`config.mk`:
```
export PLATFORM = sky130hd
export DESIGN_NAME = fem_sfe_lane
export DESIGN_NICKNAME = d
export VERILOG_FILES = /design/src/sv/fem_sfe_pkg.sv /design/src/sv/fem_sfe_lane.sv
export SDC_FILE = /design/constraint.sdc
export NUM_CORES = 2
export LEC_CHECK = 0
export BUFFER_PORTS_ARGS = -buffer_cell sky130_fd_sc_hd__clkbuf_2
export CORE_MARGIN = 4
export CORE_UTILIZATION = 30
export CTS_CLUSTER_DIAMETER = 60
export CTS_CLUSTER_SIZE = 25
export DETAILED_ROUTE_END_ITERATION = 10
export SLEW_MARGIN = 20
export SYNTH_ARGS = -nofsm -noshare
export SYNTH_HDL_FRONTEND = slang
export SYNTH_SLANG_ARGS = --single-unit
```
`constraint.sdc`:
```
create_clock -name clk -period 26.1 [get_ports clk]
set_input_delay 1.305 -clock clk [delete_from_list [all_inputs] [get_ports clk]]
set_output_delay 1.305 -clock clk [all_outputs]
set_load 0.05 [all_outputs]
```
`src/sv/fem_sfe_pkg.sv`:
```
// Shared widths, codes, types and helpers for the shape function evaluator.
package fem_sfe_pkg;

  localparam int FRAC_BITS = 16;
  localparam int MAX_NODES = 8;
  localparam int IN_W      = 18;
  localparam int OUT_W     = 18;
  localparam int NODE_W    = $clog2(MAX_NODES);

  // rounded square of a coordinate
  localparam int SQW = 2 * IN_W + 1 - FRAC_BITS;
  // operand width: covers 1.0 plus a few coordinates, and 1.0 minus a square
  localparam int OPW = ((FRAC_BITS + 3 > SQW + 1) ? FRAC_BITS + 3 : SQW + 1) + 1;
  localparam int P1W = 2 * OPW;
  localparam int R1W = P1W + 1 - FRAC_BITS;
  localparam int P2W = R1W + OPW;
  localparam int R2W = P2W + 1 - FRAC_BITS;
  localparam int VW  = R2W + 2;

  localparam logic signed [OPW-1:0] ONE_OP =
    {{(OPW - FRAC_BITS - 1){1'b0}}, 1'b1, {FRAC_BITS{1'b0}}};
  localparam logic signed [OUT_W-1:0] OUT_MAX = {1'b0, {(OUT_W - 1){1'b1}}};
  localparam logic signed [OUT_W-1:0] OUT_MIN = {1'b1, {(OUT_W - 1){1'b0}}};

  // element type codes; the remaining code also selects the 8-node quad
  localparam logic [1:0] ELEM_T3 = 2'd0;
  localparam logic [1:0] ELEM_Q4 = 2'd1;
  localparam logic [1:0] ELEM_Q8 = 2'd2;

  localparam logic [NODE_W-1:0] LAST_T3 = NODE_W'(2);
  localparam logic [NODE_W-1:0] LAST_Q4 = NODE_W'(3);
  localparam logic [NODE_W-1:0] LAST_Q8 = NODE_W'(MAX_NODES - 1);

  // final scaling applied after the product chain
  typedef enum logic [1:0] {
    SC_ONE,
    SC_HALF,
    SC_QTR
  } scale_t;

  // one lane's work: rnd(rnd(a*b)*c) scaled, then optionally negated
  typedef struct packed {
    logic signed [OPW-1:0] a;
    logic signed [OPW-1:0] b;
    logic signed [OPW-1:0] c;
    scale_t                scale;
    logic                  neg;
  } lane_op_t;

  function automatic lane_op_t lane_op(input logic signed [OPW-1:0] a,
                                       input logic signed [OPW-1:0] b,
                                       input logic signed [OPW-1:0] c,
                                       input scale_t sc,
                                       input logic neg);
    lane_op_t op;
    op.a     = a;
    op.b     = b;
    op.c     = c;
    op.scale = sc;
    op.neg   = neg;
    return op;
  endfunction

endpackage

```
`src/sv/fem_sfe_lane.sv`:
```
// Three-stage product chain: two rounded multiplies, scale, negate, saturate.
module fem_sfe_lane (
  input  logic                                 clk,
  input  logic                                 en,
  input  fem_sfe_pkg::lane_op_t                op,
  output logic signed [fem_sfe_pkg::OUT_W-1:0] result
);

  localparam int FB  = fem_sfe_pkg::FRAC_BITS;
  localparam int OPW = fem_sfe_pkg::OPW;
  localparam int P1W = fem_sfe_pkg::P1W;
  localparam int R1W = fem_sfe_pkg::R1W;
  localparam int P2W = fem_sfe_pkg::P2W;
  localparam int R2W = fem_sfe_pkg::R2W;
  localparam int VW  = fem_sfe_pkg::VW;

  logic signed [P1W-1:0]  p1;
  logic signed [OPW-1:0]  c3;
  fem_sfe_pkg::scale_t    sc3, sc4;
  logic                   neg3, neg4;
  logic signed [P2W-1:0]  p2;

  logic [P1W:0]           sum1;
  logic signed [R1W-1:0]  r1;
  logic [P2W:0]           sum2;
  logic signed [R2W-1:0]  r2;
  logic signed [VW-1:0]   ext, scaled, val;
  logic signed [fem_sfe_pkg::OUT_W-1:0] sat;

  // round half up: add half an LSB, then arithmetic shift
  assign sum1 = {p1[P1W-1], p1} + ((P1W + 1)'(1) << (FB - 1));
  assign r1   = sum1[P1W:FB];
  assign sum2 = {p2[P2W-1], p2} + ((P2W + 1)'(1) << (FB - 1));
  assign r2   = sum2[P2W:FB];
  assign ext  = VW'(r2);

  always_comb begin
    case (sc4)
      fem_sfe_pkg::SC_HALF: scaled = (ext + VW'(1)) >>> 1;
      fem_sfe_pkg::SC_QTR:  scaled = (ext + VW'(2)) >>> 2;
      default:              scaled = ext;
    endcase
    val = neg4 ? -scaled : scaled;
    if (val > VW'(fem_sfe_pkg::OUT_MAX)) begin
      sat = fem_sfe_pkg::OUT_MAX;
    end else if (val < VW'(fem_sfe_pkg::OUT_MIN)) begin
      sat = fem_sfe_pkg::OUT_MIN;
    end else begin
      sat = val[fem_sfe_pkg::OUT_W-1:0];
    end
  end

  always_ff @(posedge clk) begin
    if (en) begin
      p1     <= op.a * op.b;
      c3     <= op.c;
      sc3    <= op.scale;
      neg3   <= op.neg;
      p2     <= r1 * c3;
      sc4    <= sc3;
      neg4   <= neg3;
      result <= sat;
    end
  end

endmodule

```
### After elaboration in Yosys (flattened, before gate mapping)

Index checks and enable logic that the tools add are counted.

* register bits: 147
* input port bits: 74
* output and inout bits: 18
* logic and storage cells: 22

* $add $sub $neg: 5
* $mul: 2
* magnitude comparators: 2
* equality and inequality tests: 2
* muxes and demuxes: 3

Operators with widths (count)
* $pmux W41 S2: 1
* $add A54 B17 Y55 const B: 1
* $mul A31 B23 Y54: 1
* $add A46 B17 Y47 const B: 1
* $mul A23 B23 Y46: 1
* $gt A41 B18 Y1 const B: 1
* $lt A41 B18 Y1 const B: 1
* $mux W41: 1
* $neg A41 Y41: 1
* $add A39 B2 Y40 const B: 1
* $add A39 B3 Y40 const B: 1
* $mux W18: 1
* $eq A2 B1 Y1 const B: 1
* $eq A2 B2 Y1 const B: 1

### Longest topological paths before layout

* word-level depth: 7
* mapped depth: 40
* depth with buffers taken out: 39

### Worst setup path after synthesis

Ideal clock, no wire load.

* path type: register to register
* from: reg p1[17]
* to: reg p2[53], data pin
* setup time: 260 ps
* data arrival time: 9609 ps
* required time: 25840 ps
* path slack: 16231 ps
* stages on the path, launching flop included: 40
* path buffers: 1
* clock period less this slack: 9869 ps
* cells stage by stage: edfxtp_1 > and3_1 > and2_1 > and4_1 > nand2_1 > or2_2 > nor2_1 > nand3_1 > xnor2_1 > clkbuf_1 > nand2_1 > fa_1 > inv_1 > fa_1 > inv_1 > fa_1 > fa_1 > inv_1 > [4 not listed] > inv_1 > ha_1 > a21o_1 > a21o_1 > a21o_1 > nand2b_1 > o211ai_1 > a31oi_1 > a41oi_1 > o311ai_0 > a221o_1 > a221oi_1 > o21ai_0 > a31o_2 > a41oi_1 > o21bai_1 > a21oi_1 > xnor2_1

* cells in the longest elaborated chain, start to end: 2

Ends and longest elaborated chain
* start: declaration: RTL line fem_sfe_lane.sv:17 `logic signed [P1W-1:0] p1;`
* start signal: assignment: RTL line fem_sfe_lane.sv:55 `p1 <= op.a * op.b;`
* $add A46 B17 Y47: RTL line fem_sfe_lane.sv:31 `assign sum1 = {p1[P1W-1], p1} + ((P1W + 1)'(1) << (FB - 1));`
* $mul A31 B23 Y54: RTL line fem_sfe_lane.sv:59 `p2 <= r1 * c3;`
* end signal: assignment: RTL line fem_sfe_lane.sv:59
* end: declaration: RTL line fem_sfe_lane.sv:21 `logic signed [P2W-1:0] p2;`

No other way between the ends.
A chain may end at the register's enable or synchronous reset.

### Worst setup path in the final report

* from: reg p1[18]
* to: reg p2[53], data pin

Same word-level chain as after synthesis.

==> results_dict.tcl <==
set metrics [dict create \
    status "finished, final reports clean" \
    yosys.cell_count.top_type "inv_1" \
    drc 0 \
    max_freq_mhz 90.1 \
    worst_pin_slew_ns 1.06 \
    syn2layout_area_growth_pct 6.76 \
    path_max_fanout 23 \
    finalSetupTns_ns 0 \
    startpoint "p1[18]" \
    synth_top_area_cell "fa_1" \
    seq_area_frac_synth_pct 6.66 \
    synth_edf_count 117 \
    die_area_um2 183000 \
    cts_hold_buf 0 \
    ys_async_sr_fraction_pct 0 \
    row_count 153 \
    dieWidth_um 427 \
    routed-via-count 37787 \
    boundaryPins 92 \
    slew_headroom_pct 29.1 \
    end_kind "flop" \
    grt_pass1_vias 42269 \
    synth_commonest_cells "inv_1 (1376), fa_1 (1296), nand2_1 (793)" \
    hp-class "flop to flop" \
    report.final.hold_viol_count 0 \
    cpPeakStageDelay_ns 0.80 \
    clock_latency_ns 0.50 \
    synth_cells 5699 \
    synth_cell_types 101 \
    cts_tree "built" \
    grt_first_pass_wirelength_mm 230 \
    drive_gt1_share_pct 5.03 \
    fin_util_pct 32.3 \
    worstHoldStart "neg3" \
    fin_skew_ns 0.0147 \
    cts-root-buf "clkbuf_16" \
    path_clk_slew_ns 0.06 \
    cts-resized-gates 0 \
    grt_remaining_overflow 0 \
    routed_via_density 4.76 \
    start_util_pct 30.2 \
    period_needed_ns 11.10 \
    fillers 17969 \
    synthTopCellsByArea "fa_1 (49%), inv_1 (9.8%), edfxtp_1 (6.7%)" \
    core_area_um2 174000 \
    die_h_um 427 \
    crit_top_cell "fa_1" \
    diodes 0 \
    cp.arrival_ns 11.32 \
    antenna_found_initial 0 \
    period_share_pct 42.5 \
    nets 7235 \
    grt.total_usage_pct 15.9 \
    yosys_most_used_dff "edfxtp_1" \
    synth_area_per_cell_um2 9.25 \
    clock_path_buffers 2 \
    portBuffers 91 \
    grt_max_degree 70 \
    final-setup-viol-count 0 \
    cts.sinks 117 \
    cts_made_buffers 17 \
    critPathRequiredTime_ns 26.32 \
    yosys_register_bits 117 \
    htree_num_levels 4 \
    cp-start-kind "flop" \
    ys_warn_count 0 \
    ant_nets 0 \
    post_cts_buffers 0 \
    drv_slew 0 \
    netlist_area_um2 52700 \
    hpwl_mm 109 \
    yosys.area.top_type_share_pct 49.2 \
    cp_slowest_cell "o311ai_0" \
    maxCapViolCount 0 \
    syn-num-nets 7334 \
    rrSetupSlack_ns 15.00 \
    drt-initial-drc-count 2247 \
    rsz0062_at_grt "no" \
    avgRoutedWirePerCell_um 17.6 \
    path_class "flop to flop" \
    r2r_start "p1[18]" \
    gp_congestion 0.894 \
    routed_wirelength_mm 139 \
    dr.pass1.iters 5 \
]
area by class of cell:
| class | count | area [um2] | share of cell area (%) |
|---|---|---|---|
| Tap cell | 2325 | 2910 | 5.17 |
| Clock buffer | 17 | 425 | 0.756 |
| Clock inverter | 13 | 181 | 0.322 |
| Sequential cell | 117 | 3510 | 6.24 |
| Multi-Input combinational cell | 3927 | 43100 | 76.6 |
| Inverter | 1379 | 5180 | 9.19 |
| Timing Repair Buffer | 158 | 965 | 1.71 |
cell usage in the layout, fill, tap and decap left out, drive strengths merged, types with 10 or more instances in the layout:
cell,instances
xor2,70
o21ai,77
a21o,18
nor2b,15
nor2,128
o31ai,11
buf,68
o211ai,12
inv,1379
nor3,53
or3,15
nor4,43
mux2i,12
a31oi,10
nand4b,10
a21oi,67
and3,29
nand3,75
xnor2,161
nand4,38
fa,1296
nand2,795
a221o,11
edfxtp,117
and4,11
ha,265
nand2b,40
and2,506
o21a,18
clkbuf,107
logic make-up after synthesis:
family / share of synthesized area, %
simple gates: 17.3
buf+inv: 11.9
fa+ha+maj: 55.5
compound gates: 4.53
xor+xnor: 3.88
flops: 6.66
mux: 0.249
routing by layer:
metal	wire, um	GRT usage [%]	vias to the layer above
met5	0	0	-
met4	3870	4.67	0
met3	8010	2.09	218
met2	68200	27.5	1179
met1	59200	20.8	19720
li1	-	-	16670
flip-flops by register name, summed over array words and instances (netlist names):
| name | count |
|---|---|
| neg4 | 1 |
| c3 | 23 |
| p2 | 39 |
| sc3 | 2 |
| sc4 | 2 |
| result | 18 |
| neg3 | 1 |
| p1 | 31 |
critical path, delay by kind of cell (launching register included):
family,cells,cell delay [ns]
fa+ha+maj,8,3.87
buf+inv,6,0.62
xor+xnor,2,0.29
compound gates,11,3.41
flops,1,0.40
simple gates,9,2.25
final timing paths:
path	to	cells past startpoint
worst min-delay path	neg4	0
worst max-delay path	p2[53]	36
worst min register to register	neg4	0
worst max register to register	p2[53]	36
per-stage QoR:
| step | hold slack, ns | instance area, um2 | worst slack (ns) | std cells |
|---|---|---|---|---|
| CTS | 0.452 | 56300 | 14.93 | 7936 |
| global route | 0.465 | 56300 | 14.20 | 7936 |
| floorplan | 0.400 | 52700 | 16.23 | 5699 |
| detailed placement | 0.407 | 55700 | 14.93 | 7906 |
| finish | 0.444 | 56300 | 15.00 | 7936 |
| global placement | 0.436 | 55700 | 15.10 | 7906 |
Power is not shown: default switching activity piles up to over one toggle a cycle in this logic, so the estimate is an artifact.
